### config.mk
export PLATFORM = sky130hd
export DESIGN_NAME = inactivity_alarm_watchdog_flat
export DESIGN_NICKNAME = d
export VERILOG_FILES = /design/src/design/iaw_pkg.sv /design/src/design/iaw_if.sv /design/src/design/iaw_cfg_regs.sv /design/src/design/iaw_core.sv /design/src/design/inactivity_alarm_watchdog.sv /design/src/flat_wrapper.sv
export SDC_FILE = /design/constraint.sdc
export NUM_CORES = 1
export LEC_CHECK = 0
export ABC_CLOCK_PERIOD_IN_PS = 5770
export BUFFER_PORTS_ARGS = -buffer_cell sky130_fd_sc_hd__buf_2
export CAP_MARGIN = 20
export CORE_UTILIZATION = 55
export CTS_CLUSTER_SIZE = 40
export DETAILED_ROUTE_END_ITERATION = 10
export PLACE_DENSITY = 0.84
export SKIP_CTS_REPAIR_TIMING = 1
export SYNTH_ARGS = -nofsm -noshare
export SYNTH_HDL_FRONTEND = slang
export SYNTH_SLANG_ARGS = --single-unit
### constraint.sdc
create_clock -name clk_i -period 5.77 [get_ports clk_i]
set_input_delay 0.2885 -clock clk_i [delete_from_list [all_inputs] [get_ports clk_i]]
set_output_delay 0.2885 -clock clk_i [all_outputs]
set_load 0.01 [all_outputs]
### src/design/iaw_pkg.sv
package iaw_pkg;

  localparam int unsigned CFG_DATA_W = 32;
  localparam int unsigned CFG_IDX_W  = 2;

  typedef logic [CFG_IDX_W-1:0] cfg_idx_t;

  // register indexes
  localparam cfg_idx_t CFG_DIFF_THRESHOLD = 2'd0;
  localparam cfg_idx_t CFG_BOUNCE_LIMIT   = 2'd1;
  localparam cfg_idx_t CFG_TIMEOUT_MS     = 2'd2;
  localparam cfg_idx_t CFG_CHECK_INTERVAL = 2'd3;

  // reset values
  localparam logic [15:0] DIFF_THRESHOLD_RST = 16'd20;
  localparam logic [15:0] BOUNCE_LIMIT_RST   = 16'd1000;
  localparam logic [31:0] TIMEOUT_MS_RST     = 32'd10000;
  localparam logic [7:0]  CHECK_INTERVAL_RST = 8'd2;

  typedef struct packed {
    logic [15:0] diff_threshold;
    logic [15:0] bounce_limit;
    logic [31:0] timeout_ms;
    logic [7:0]  check_interval;
  } cfg_t;

  typedef struct packed {
    logic [15:0] distance;
    logic        presence;
    logic        alarm_request;
    logic        stop_request;
    logic [31:0] now_ms;
  } in_t;

  typedef struct packed {
    logic alarm;
    logic message_pulse;
  } out_t;

endpackage

### src/design/iaw_if.sv
interface iaw_in_if;
  logic         valid;
  logic         ready;
  iaw_pkg::in_t data;

  modport source (output valid, output data, input ready);
  modport sink   (input valid, input data, output ready);
endinterface

interface iaw_out_if;
  logic          valid;
  logic          ready;
  iaw_pkg::out_t data;

  modport source (output valid, output data, input ready);
  modport sink   (input valid, input data, output ready);
endinterface

### src/design/iaw_cfg_regs.sv
module iaw_cfg_regs (
  input  logic                                clk_i,
  input  logic                                rst_ni,
  input  logic                                we_i,
  input  iaw_pkg::cfg_idx_t                   idx_i,
  input  logic [iaw_pkg::CFG_DATA_W-1:0]      wdata_i,
  output iaw_pkg::cfg_t                       cfg_o
);
  import iaw_pkg::*;

  cfg_t cfg_q, cfg_d;

  always_comb begin
    cfg_d = cfg_q;
    if (we_i) begin
      unique case (idx_i)
        CFG_DIFF_THRESHOLD: cfg_d.diff_threshold = wdata_i[15:0];
        CFG_BOUNCE_LIMIT:   cfg_d.bounce_limit   = wdata_i[15:0];
        CFG_TIMEOUT_MS:     cfg_d.timeout_ms     = wdata_i[31:0];
        CFG_CHECK_INTERVAL: cfg_d.check_interval = wdata_i[7:0];
      endcase
    end
  end

  always_ff @(posedge clk_i or negedge rst_ni) begin
    if (!rst_ni) begin
      cfg_q.diff_threshold <= DIFF_THRESHOLD_RST;
      cfg_q.bounce_limit   <= BOUNCE_LIMIT_RST;
      cfg_q.timeout_ms     <= TIMEOUT_MS_RST;
      cfg_q.check_interval <= CHECK_INTERVAL_RST;
    end else begin
      cfg_q <= cfg_d;
    end
  end

  assign cfg_o = cfg_q;

endmodule

### src/design/iaw_core.sv
module iaw_core (
  input  logic           clk_i,
  input  logic           rst_ni,
  input  iaw_pkg::cfg_t  cfg_i,
  input  logic           step_i,
  input  iaw_pkg::in_t   item_i,
  output iaw_pkg::out_t  res_o
);
  import iaw_pkg::*;

  logic        alarm_q, alarm_d;
  logic        first_q, first_d;
  logic        rp_q, rp_d;
  logic [7:0]  tick_q, tick_d;
  logic [15:0] last_q, last_d;
  logic [31:0] start_q, start_d;

  logic        monitor, check, moved, restart, timeout_hit, pulse;
  logic [15:0] delta;
  logic [31:0] elapsed;

  assign monitor = !alarm_q && first_q;
  assign check   = monitor && (tick_q == cfg_i.check_interval);
  assign delta   = (item_i.distance >= last_q) ? (item_i.distance - last_q)
                                               : (last_q - item_i.distance);
  assign moved   = (delta > cfg_i.diff_threshold) && (delta < cfg_i.bounce_limit);
  assign restart = moved || !item_i.presence || rp_q;
  assign elapsed = item_i.now_ms - start_q;
  assign timeout_hit = elapsed > cfg_i.timeout_ms;

  always_comb begin
    alarm_d = alarm_q;
    first_d = first_q;
    rp_d    = rp_q;
    tick_d  = tick_q;
    last_d  = last_q;
    start_d = start_q;
    pulse   = 1'b0;
    if (monitor) begin
      tick_d = check ? 8'd0 : tick_q + 8'd1;
      if (check) begin
        last_d = item_i.distance;
        if (restart) begin
          start_d = item_i.now_ms;
          rp_d    = 1'b0;
        end else if (timeout_hit) begin
          alarm_d = 1'b1;
          first_d = 1'b0;
          rp_d    = 1'b1;
          pulse   = 1'b1;
        end
      end
      if (item_i.alarm_request) begin
        alarm_d = 1'b1;
        rp_d    = 1'b1;
      end
    end else begin
      if (first_q) begin
        first_d = 1'b0;
        pulse   = 1'b1;
      end
      if (item_i.stop_request) begin
        alarm_d = 1'b0;
        first_d = 1'b1;
        rp_d    = 1'b1;
      end
    end
  end

  assign res_o.alarm         = alarm_d;
  assign res_o.message_pulse = pulse;

  always_ff @(posedge clk_i or negedge rst_ni) begin
    if (!rst_ni) begin
      alarm_q <= 1'b0;
      first_q <= 1'b1;
      rp_q    <= 1'b1;
      tick_q  <= 8'd0;
      last_q  <= 16'd0;
      start_q <= 32'd0;
    end else if (step_i) begin
      alarm_q <= alarm_d;
      first_q <= first_d;
      rp_q    <= rp_d;
      tick_q  <= tick_d;
      last_q  <= last_d;
      start_q <= start_d;
    end
  end

  // a message is issued once per alarm episode; a stop on the pulse tick rearms
  a_pulse_clears_first: assert property (@(posedge clk_i) disable iff (!rst_ni)
    step_i && pulse && !item_i.stop_request |=> !first_q)
    else $error("message pulse left first_alarm set");

  // stop outside monitoring drops the alarm and rearms monitoring
  a_stop_rearms: assert property (@(posedge clk_i) disable iff (!rst_ni)
    step_i && !monitor && item_i.stop_request |=> !alarm_q && first_q && rp_q)
    else $error("stop request did not rearm");

  // manual request latches the alarm with a pending restart
  a_request_latches: assert property (@(posedge clk_i) disable iff (!rst_ni)
    step_i && monitor && item_i.alarm_request |=> alarm_q && rp_q)
    else $error("manual request did not latch alarm");

  // no pulse while staying in monitoring without a timeout
  a_pulse_cause: assert property (@(posedge clk_i) disable iff (!rst_ni)
    step_i && monitor && !check |-> !pulse)
    else $error("pulse without a check");

endmodule

### src/design/inactivity_alarm_watchdog.sv
// Inactivity alarm watchdog. One input transfer is one task tick and yields
// exactly one result transfer: the alarm latch after the tick and a one-tick
// message pulse when the warning is issued. Ticks pass through an input
// register and a result register with the watchdog state updated in between,
// so a tick is accepted every cycle while the result side takes transfers;
// its result is offered from the result register once it has passed both
// registers. Throughput is one tick per cycle, limited only by the result
// side taking transfers. Configuration is a plain write port
// (index 0 diff_threshold, 1 bounce_limit, 2 timeout_ms, 3 check_interval)
// and must be written only while no tick is in flight.
module inactivity_alarm_watchdog (
  input  logic                            clk_i,
  input  logic                            rst_ni,
  input  logic                            cfg_we_i,
  input  iaw_pkg::cfg_idx_t               cfg_idx_i,
  input  logic [iaw_pkg::CFG_DATA_W-1:0]  cfg_wdata_i,
  iaw_in_if.sink                          in_i,
  iaw_out_if.source                       out_o
);
  import iaw_pkg::*;

  cfg_t cfg;

  // input stage
  logic in_valid_q;
  in_t  in_data_q;
  // result stage
  logic out_valid_q;
  out_t out_data_q;

  out_t res;
  logic advance;

  // tick moves into the result stage when that stage is empty or draining
  assign advance    = in_valid_q && (!out_valid_q || out_o.ready);
  assign in_i.ready = !in_valid_q || advance;

  iaw_cfg_regs u_cfg (
    .clk_i   (clk_i),
    .rst_ni  (rst_ni),
    .we_i    (cfg_we_i),
    .idx_i   (cfg_idx_i),
    .wdata_i (cfg_wdata_i),
    .cfg_o   (cfg)
  );

  iaw_core u_core (
    .clk_i  (clk_i),
    .rst_ni (rst_ni),
    .cfg_i  (cfg),
    .step_i (advance),
    .item_i (in_data_q),
    .res_o  (res)
  );

  always_ff @(posedge clk_i or negedge rst_ni) begin
    if (!rst_ni) begin
      in_valid_q  <= 1'b0;
      out_valid_q <= 1'b0;
    end else begin
      if (in_i.ready) begin
        in_valid_q <= in_i.valid;
      end
      if (advance) begin
        out_valid_q <= 1'b1;
      end else if (out_o.ready) begin
        out_valid_q <= 1'b0;
      end
    end
  end

  // payload, no reset
  always_ff @(posedge clk_i) begin
    if (in_i.ready && in_i.valid) begin
      in_data_q <= in_i.data;
    end
    if (advance) begin
      out_data_q <= res;
    end
  end

  assign out_o.valid = out_valid_q;
  assign out_o.data  = out_data_q;

  // held result must not change while stalled
  a_out_hold: assert property (@(posedge clk_i) disable iff (!rst_ni)
    out_valid_q && !out_o.ready |=> out_valid_q && $stable(out_data_q))
    else $error("stalled result changed");

  // a full input stage stays full until it moves on
  a_in_hold: assert property (@(posedge clk_i) disable iff (!rst_ni)
    in_valid_q && !advance |=> in_valid_q && $stable(in_data_q))
    else $error("input stage lost a tick");

  // every step fills the result stage
  a_step_fills: assert property (@(posedge clk_i) disable iff (!rst_ni)
    advance |=> out_valid_q)
    else $error("step did not produce a result");

endmodule

### src/flat_wrapper.sv
// flat-port wrapper written by rule: the top's interface ports become plain ports
module inactivity_alarm_watchdog_flat import iaw_pkg::*;
  (clk_i, rst_ni, cfg_we_i, cfg_idx_i, cfg_wdata_i, in_i_valid, in_i_data, in_i_ready, out_o_valid, out_o_data, out_o_ready);
  iaw_in_if in_i_i ();
  iaw_out_if out_o_i ();
  input  logic clk_i;
  input  logic rst_ni;
  input  logic cfg_we_i;
  input  iaw_pkg::cfg_idx_t cfg_idx_i;
  input  logic [iaw_pkg::CFG_DATA_W-1:0] cfg_wdata_i;
  input wire logic [$bits(in_i_i.valid)-1:0] in_i_valid;
  input wire logic [$bits(in_i_i.data)-1:0] in_i_data;
  output wire logic [$bits(in_i_i.ready)-1:0] in_i_ready;
  output wire logic [$bits(out_o_i.valid)-1:0] out_o_valid;
  output wire logic [$bits(out_o_i.data)-1:0] out_o_data;
  input wire logic [$bits(out_o_i.ready)-1:0] out_o_ready;
  assign in_i_i.valid = in_i_valid;
  assign in_i_i.data = in_i_data;
  assign in_i_ready = in_i_i.ready;
  assign out_o_valid = out_o_i.valid;
  assign out_o_data = out_o_i.data;
  assign out_o_i.ready = out_o_ready;
  inactivity_alarm_watchdog u_core (.clk_i(clk_i), .rst_ni(rst_ni), .cfg_we_i(cfg_we_i), .cfg_idx_i(cfg_idx_i), .cfg_wdata_i(cfg_wdata_i), .in_i(in_i_i), .out_o(out_o_i));
endmodule
After elaboration in Yosys (flattened, before gate mapping)
Index checks and enable logic that the tools add are counted.
Cells by class
  divide/modulo/power cells: 0
  eq/ne operators: 9
  multiplexer cells: 26
  shifts and indexed selects: 0
  multipliers: 0
  magnitude comparators: 4
  add/subtract/negate cells: 4
  reduce and logical (&&, ||, !) cells: 25
  bitwise gates (word level): 0
Operators with widths (number)
  $gt A32 B32 Y1: 1
  $sub A16 B16 Y16: 2
  $sub A32 B32 Y32: 1
  $mux W1: 24
  $ge A16 B16 Y1: 1
  $gt A16 B16 Y1: 1
  $lt A16 B16 Y1: 1
  $mux W16: 1
  $reduce_and A4 Y1: 3
  $reduce_and A2 Y1: 5
  $add A8 B1 Y8 const B: 1
  $eq A8 B8 Y1: 1
  $mux W8: 1
  $logic_and A1 B1 Y1: 5
  $eq A2 B2 Y1 const B: 2
  $logic_not A1 Y1: 4
  $logic_or A1 B1 Y1: 4
  $ne A2 B1 Y1 const B: 2
  $ne A4 B1 Y1 const B: 1
  $reduce_bool A2 Y1: 2
  $ne A3 B1 Y1 const B: 1
  $reduce_and A3 Y1: 1
  $eq A2 B1 Y1 const B: 1
  $logic_not A2 Y1: 1
  $ne A2 B2 Y1 const B: 1
Storage, ports and cells
  input bits: 90
  output and inout bits: 4
  memories kept: 0
  bits in latches: 0
  memory bits (writable): 0
  bits in registers: 186
  memory bits (read-only): 0

Depth between registers and ports, before layout
  depth in word-level cells: 10
  mapped depth: 23

Modules after synthesis
Synthesis repeated with hierarchy kept, for this count alone.
Unflattened totals
  cells, all modules: 1094
  area, all modules: 11692.5 um^2
By module, submodules not included
  iaw_core: area an instance 7283.2 um^2, instances 1, cells an instance 880, seq. area each 1478.9 um^2
  iaw_cfg_regs: area an instance 2713.9 um^2, instances 1, cells an instance 153, seq. area each 1819.2 um^2
  inactivity_alarm_watchdog: area an instance 1695.4 um^2, instances 1, cells an instance 61, seq. area each 1641.6 um^2

Worst setup path after synthesis
No wires, ideal clock.
  path type: reg2reg
  start point: register u_core.in_data_q[35] in the netlist's numbering
  end point: register u_core.out_data_q (netlist bit u_core.out_o.data[1]), data pin
  arrival: 4557 ps
  cell stages (with the launch flop): 21
  path slack: 1055 ps
  library setup time: 158 ps
  required time: 5612 ps
  cell sequence: edfxtp_1 > inv_1 > ha_1 > inv_1 > fa_1 > a21o_1 > a2111o_1 > a21oi_1 > a21o_4 > nand2_4 > a2111oi_0 > a2bb2oi_1 > xnor2_1 > ha_1 > a21o_1 > a21o_1 > a21oi_1 > o221ai_1 > a311o_1 > or3_1 > o211ai_1
On the way
  word-level cells in the longest chain between the ends: 10
  elaborated cells on any way between the ends: 13
  those cells by class: add/sub: 2; order compare: 3; mux: 5; reduce/logical: 3
Ends and longest elaborated chain
  start, declared: line inactivity_alarm_watchdog.sv:26  | in_t in_data_q;
  start signal, assigned: line inactivity_alarm_watchdog.sv:75  | in_data_q <= in_i.data;
  $sub A16 B16 Y16 (tied with other cells): line iaw_core.sv:25  | : (last_q - item_i.distance);
  $mux W16 *: line iaw_core.sv:24  | assign delta = (item_i.distance >= last_q) ? (item_i.distance - last_q)
  $gt A16 B16 Y1 / $lt A16 B16 Y1 (equally long branches): line iaw_core.sv:26  | assign moved = (delta > cfg_i.diff_threshold) && (delta < cfg_i.bounce_limit);
  $logic_and A1 B1 Y1 *: line iaw_core.sv:26
  $logic_or A1 B1 Y1 * (2 in series): line iaw_core.sv:27  | assign restart = moved || !item_i.presence || rp_q;
  $mux W1 *: line iaw_core.sv:43  | if (restart) begin
  $mux W1 *: line iaw_core.sv:41  | if (check) begin
  $mux W1 *: line iaw_core.sv:53  | if (item_i.alarm_request) begin
  $mux W1 *: line iaw_core.sv:39  | if (monitor) begin
  named net u_core.u_core.alarm_d: line iaw_core.sv:11  | logic alarm_q, alarm_d;
  end signal, assigned: line inactivity_alarm_watchdog.sv:78  | out_data_q <= res;
  end, declared: line inactivity_alarm_watchdog.sv:29  | out_t out_data_q;
The timed path passes the listed nets; every way through them passes the cells marked *.
A chain may end at the register's enable or synchronous reset.

Worst setup path in the final report
  start point: register u_core.in_data_q[35] in the netlist's numbering
  end point: register u_core.u_core.start_q[14]
On the way
  word-level cells in the longest chain between the ends: 7
  elaborated cells on any way between the ends: 10
  those cells by class: add/sub: 2; order compare: 3; mux: 1; reduce/logical: 4
Ends and longest elaborated chain
  $sub A16 B16 Y16 (tied with other cells): line iaw_core.sv:25
  $mux W16 *: line iaw_core.sv:24
  $gt A16 B16 Y1 / $lt A16 B16 Y1 (equally long branches): line iaw_core.sv:26
  $logic_and A1 B1 Y1 *: line iaw_core.sv:26
  $logic_or A1 B1 Y1 * (2 in series): line iaw_core.sv:27
  $reduce_and A4 Y1 (no line) *
  end signal, assigned: line iaw_core.sv:87  | start_q <= start_d;
  end, declared: line iaw_core.sv:16  | logic [31:0] start_q, start_d;
Mark *: on every way between the ends. The rest lies on a longest branch, timed or not.

==> results_dict.tcl <==
set metrics [dict create \
    avgViaCountPerCell 5.82 \
    worstPathRequired_ns 6.07 \
    cellLeakagePower_uw 0.00622 \
    grt.total_usage_pct 26.0 \
    post-route-util_pct 63.9 \
    multi_input_area_um2 6060 \
    postSynth.asyncResetShare_pct 71.5 \
    cts.sinks 186 \
    use_met1_pct 32.4 \
    cts_buffers 17 \
    path_class "flip-flop to flip-flop" \
    final_hold_viol_count 0 \
    hpwlAfterDp_um 20000 \
    ys.flop_type "dfrtp_1" \
    arrival_ns 5.64 \
    maxCapViolCount 0 \
    clockBufferDepth 2 \
    path_cells "inv_1, ha_1, inv_1, fa_1, a21o_1, a2111o_1, a21oi_1, a21o_4, nand2_4, a2111oi_1, a2bb2oi_1, xnor2_1, ha_1, nand4_1, or3_1, o221ai_1, a311o_1, and2_0, buf_4, o21ai_0" \
    overflow 0 \
    finClkSkew_ns 0.0165 \
    peakVddDrop_v 0.000218 \
    grt_pass1_vias 9010 \
    die_y_um 148 \
    rows 52 \
    routed_wirelength_um 27200 \
    final_common_cell "inv_1" \
    start_util_pct 57.0 \
    drt_iter0_drc 544 \
    max-slew-margin-rel_pct 36.8 \
    post-route-period-util_pct 92.5 \
    clk_latency_ns 0.45 \
    finalMaxSlewViolations 0 \
    critPathCaptureType "flip-flop" \
    timing.fmax_ghz 0.187 \
    final-seq-area_um2 4940 \
    cpMaxStageDelayCell "a2111oi_1" \
    synth-edff-count 53 \
    cp_max_fo 27 \
    avgSynthCellArea_um2 9.98 \
    layout-drive-gt1-share_pct 18.1 \
    period_needed_ns 5.34 \
    setup_tns_ns 0 \
    drc 0 \
    drt_first_pass_iters 5 \
    yosysSeqAreaShare_pct 42.3 \
    antenna_cells 0 \
    core-area_um2 20500 \
    path_clk_slew_ns 0.08 \
    drtAntennaViolNets 0 \
    grtUsageMet3_pct 4.07 \
    fin_nets 1482 \
    power_density_nw_per_um2 443 \
    grt_first_pass_wirelength_um 44300 \
    yosys.cell_types.count 69 \
    hold_path_class "primary input to flip-flop" \
    fillers 1635 \
    fin_hold_ws_ns 0.0106 \
    start_kind "flip-flop" \
    htree_num_levels 4 \
    synthCells 1171 \
    syn-cell-area_um2 11700 \
    outcome "completed" \
    cts_tree "yes" \
    layout_common_cells "inv_1 (142), ha_1 (126), dfrtp_1 (117)" \
    synth-seq-cells 186 \
    setup-violations-final 0 \
    use_met2_pct 45.1 \
    top_usage_layer "met2" \
    wire_per_inst_um 17.6 \
    dieArea_um2 21800 \
    syn-num-nets 1390 \
    rsz0062_at_grt "no" \
    max_stage_delay_ns 0.44 \
    io_buffers 93 \
    gp_routability_congestion 0.922 \
    root_buffer "clkbuf_16" \
    die_w_um 148 \
    synthToLayoutAreaGrowth_pct 12.1 \
    antenna_found_initial 0 \
    grt_start_max_net_pins 83 \
    io_pins 94 \
    worstMarginPinSlew_ns 0.945 \
    route.vias.total 8991 \
    yosysWarningCount 0 \
]
power breakdown:
part	internal, µW	switching [µW]
sequential	1620	146
clock	613	560
combinational	1240	1610
path summary, 6_finish.rpt:
kind | startpoint | end | slack, ns | cells after the start
max | u_core.in_data_q[35] | u_core.u_core.start_q[14] | 0.43 | 20
min | in_i_data[26] | u_core.in_data_q[26] | 0.01 | 1
max reg2reg | u_core.in_data_q[35] | u_core.u_core.start_q[14] | 0.43 | 20
min reg2reg | u_core.u_cfg.cfg_o[44] | u_core.u_cfg.cfg_o[44] | 0.51 | 1
max in group asynchronous | rst_ni | u_core.u_core.start_q[2] | 4.37 | 3
min in group asynchronous | rst_ni | u_core.u_core.tick_q[0] | 0.36 | 2
registers in the layout (all words and copies together) (netlist names):
| register | cells |
|---|---|
| u_core.u_cfg.cfg_o | 72 |
| u_core.in_data_q | 51 |
| u_core.u_core.start_q | 32 |
| u_core.u_core.last_q | 16 |
| u_core.u_core.tick_q | 8 |
| u_core.out_o.data | 2 |
| u_core.in_valid_q | 1 |
| u_core.out_o.valid | 1 |
| u_core.u_core.alarm_q | 1 |
| u_core.u_core.first_q | 1 |
| u_core.u_core.rp_q | 1 |
logic make-up (layout without fill, tap and decap cells):
family          after synthesis  after routing  synth area share, %
simple gates                249            249                 10.8
buf+inv                     178            283                 5.90
flops                       186            186                 42.3
xor+xnor                     54             54                 4.05
mux                          67             67                 6.39
fa+ha+maj                   129            129                 14.0
compound gates              308            308                 16.5
cell type report:
type                            instances  area share (%)
Timing Repair Buffer                  109            4.78
Tap cell                              270            2.58
Clock buffer                           18            3.28
Inverter                              142            4.07
Sequential cell                       186            37.7
Multi-Input combinational cell        807            46.3
Clock inverter                         14            1.21
worst max-delay path, delay by kind of cell, from the launching register on:
kind                       cells  cell delay, ns
AOI/OAI and AO/OA              9            2.30
xor gates and xnor gates       1            0.12
adders and majority gates      3            0.87
buffers and inverters          3            0.49
DFF                            1            0.41
and+or+nand+nor                4            0.99
synthesized netlist by cell type (all sizes together) (4+ instances only):
cell	n	area, µm²
a2111oi	4	37.5
a211oi	11	82.6
a21boi	4	30.0
a21o	47	362
a21oi	74	370
a31oi	10	62.6
and2	8	55.1
and3	9	56.3
and4	7	61.3
buf	8	51.3
clkbuf	28	105
dfrtp	117	2930
dfstp	16	420
edfxtp	53	1590
ha	126	1580
inv	142	533
mux2	61	687
mux2i	6	60.1
nand2	74	285
nand2b	8	50.1
nand3	40	200
nand4	22	138
nor2	38	143
nor2b	16	100
nor3	11	66.3
o2111ai	5	50.0
o21a	12	90.1
o21ai	105	529
o21bai	7	52.6
or2	5	31.3
xnor2	39	342
xor2	15	131
routing by layer:
| layer | part of all wire [%] | vias up |
|---|---|---|
| met5 | 0 | - |
| met1 | 44 | 4345 |
| li1 | - | 4333 |
| met4 | 2.9 | 0 |
| met2 | 50 | 248 |
| met3 | 3.9 | 65 |
through the flow:
stage	worst slack, ns	power (µW)	area (µm²)	instances
finish	0.431	5800	13100	1546
CTS	0.395	5790	13000	1538
detailed placement	0.414	4570	12400	1506
floorplan	1.06	3870	11700	1171
global placement	0.699	4470	12400	1506
global route	0.0387	6240	13100	1546
Note: power is estimated with default switching activity, not from simulation.
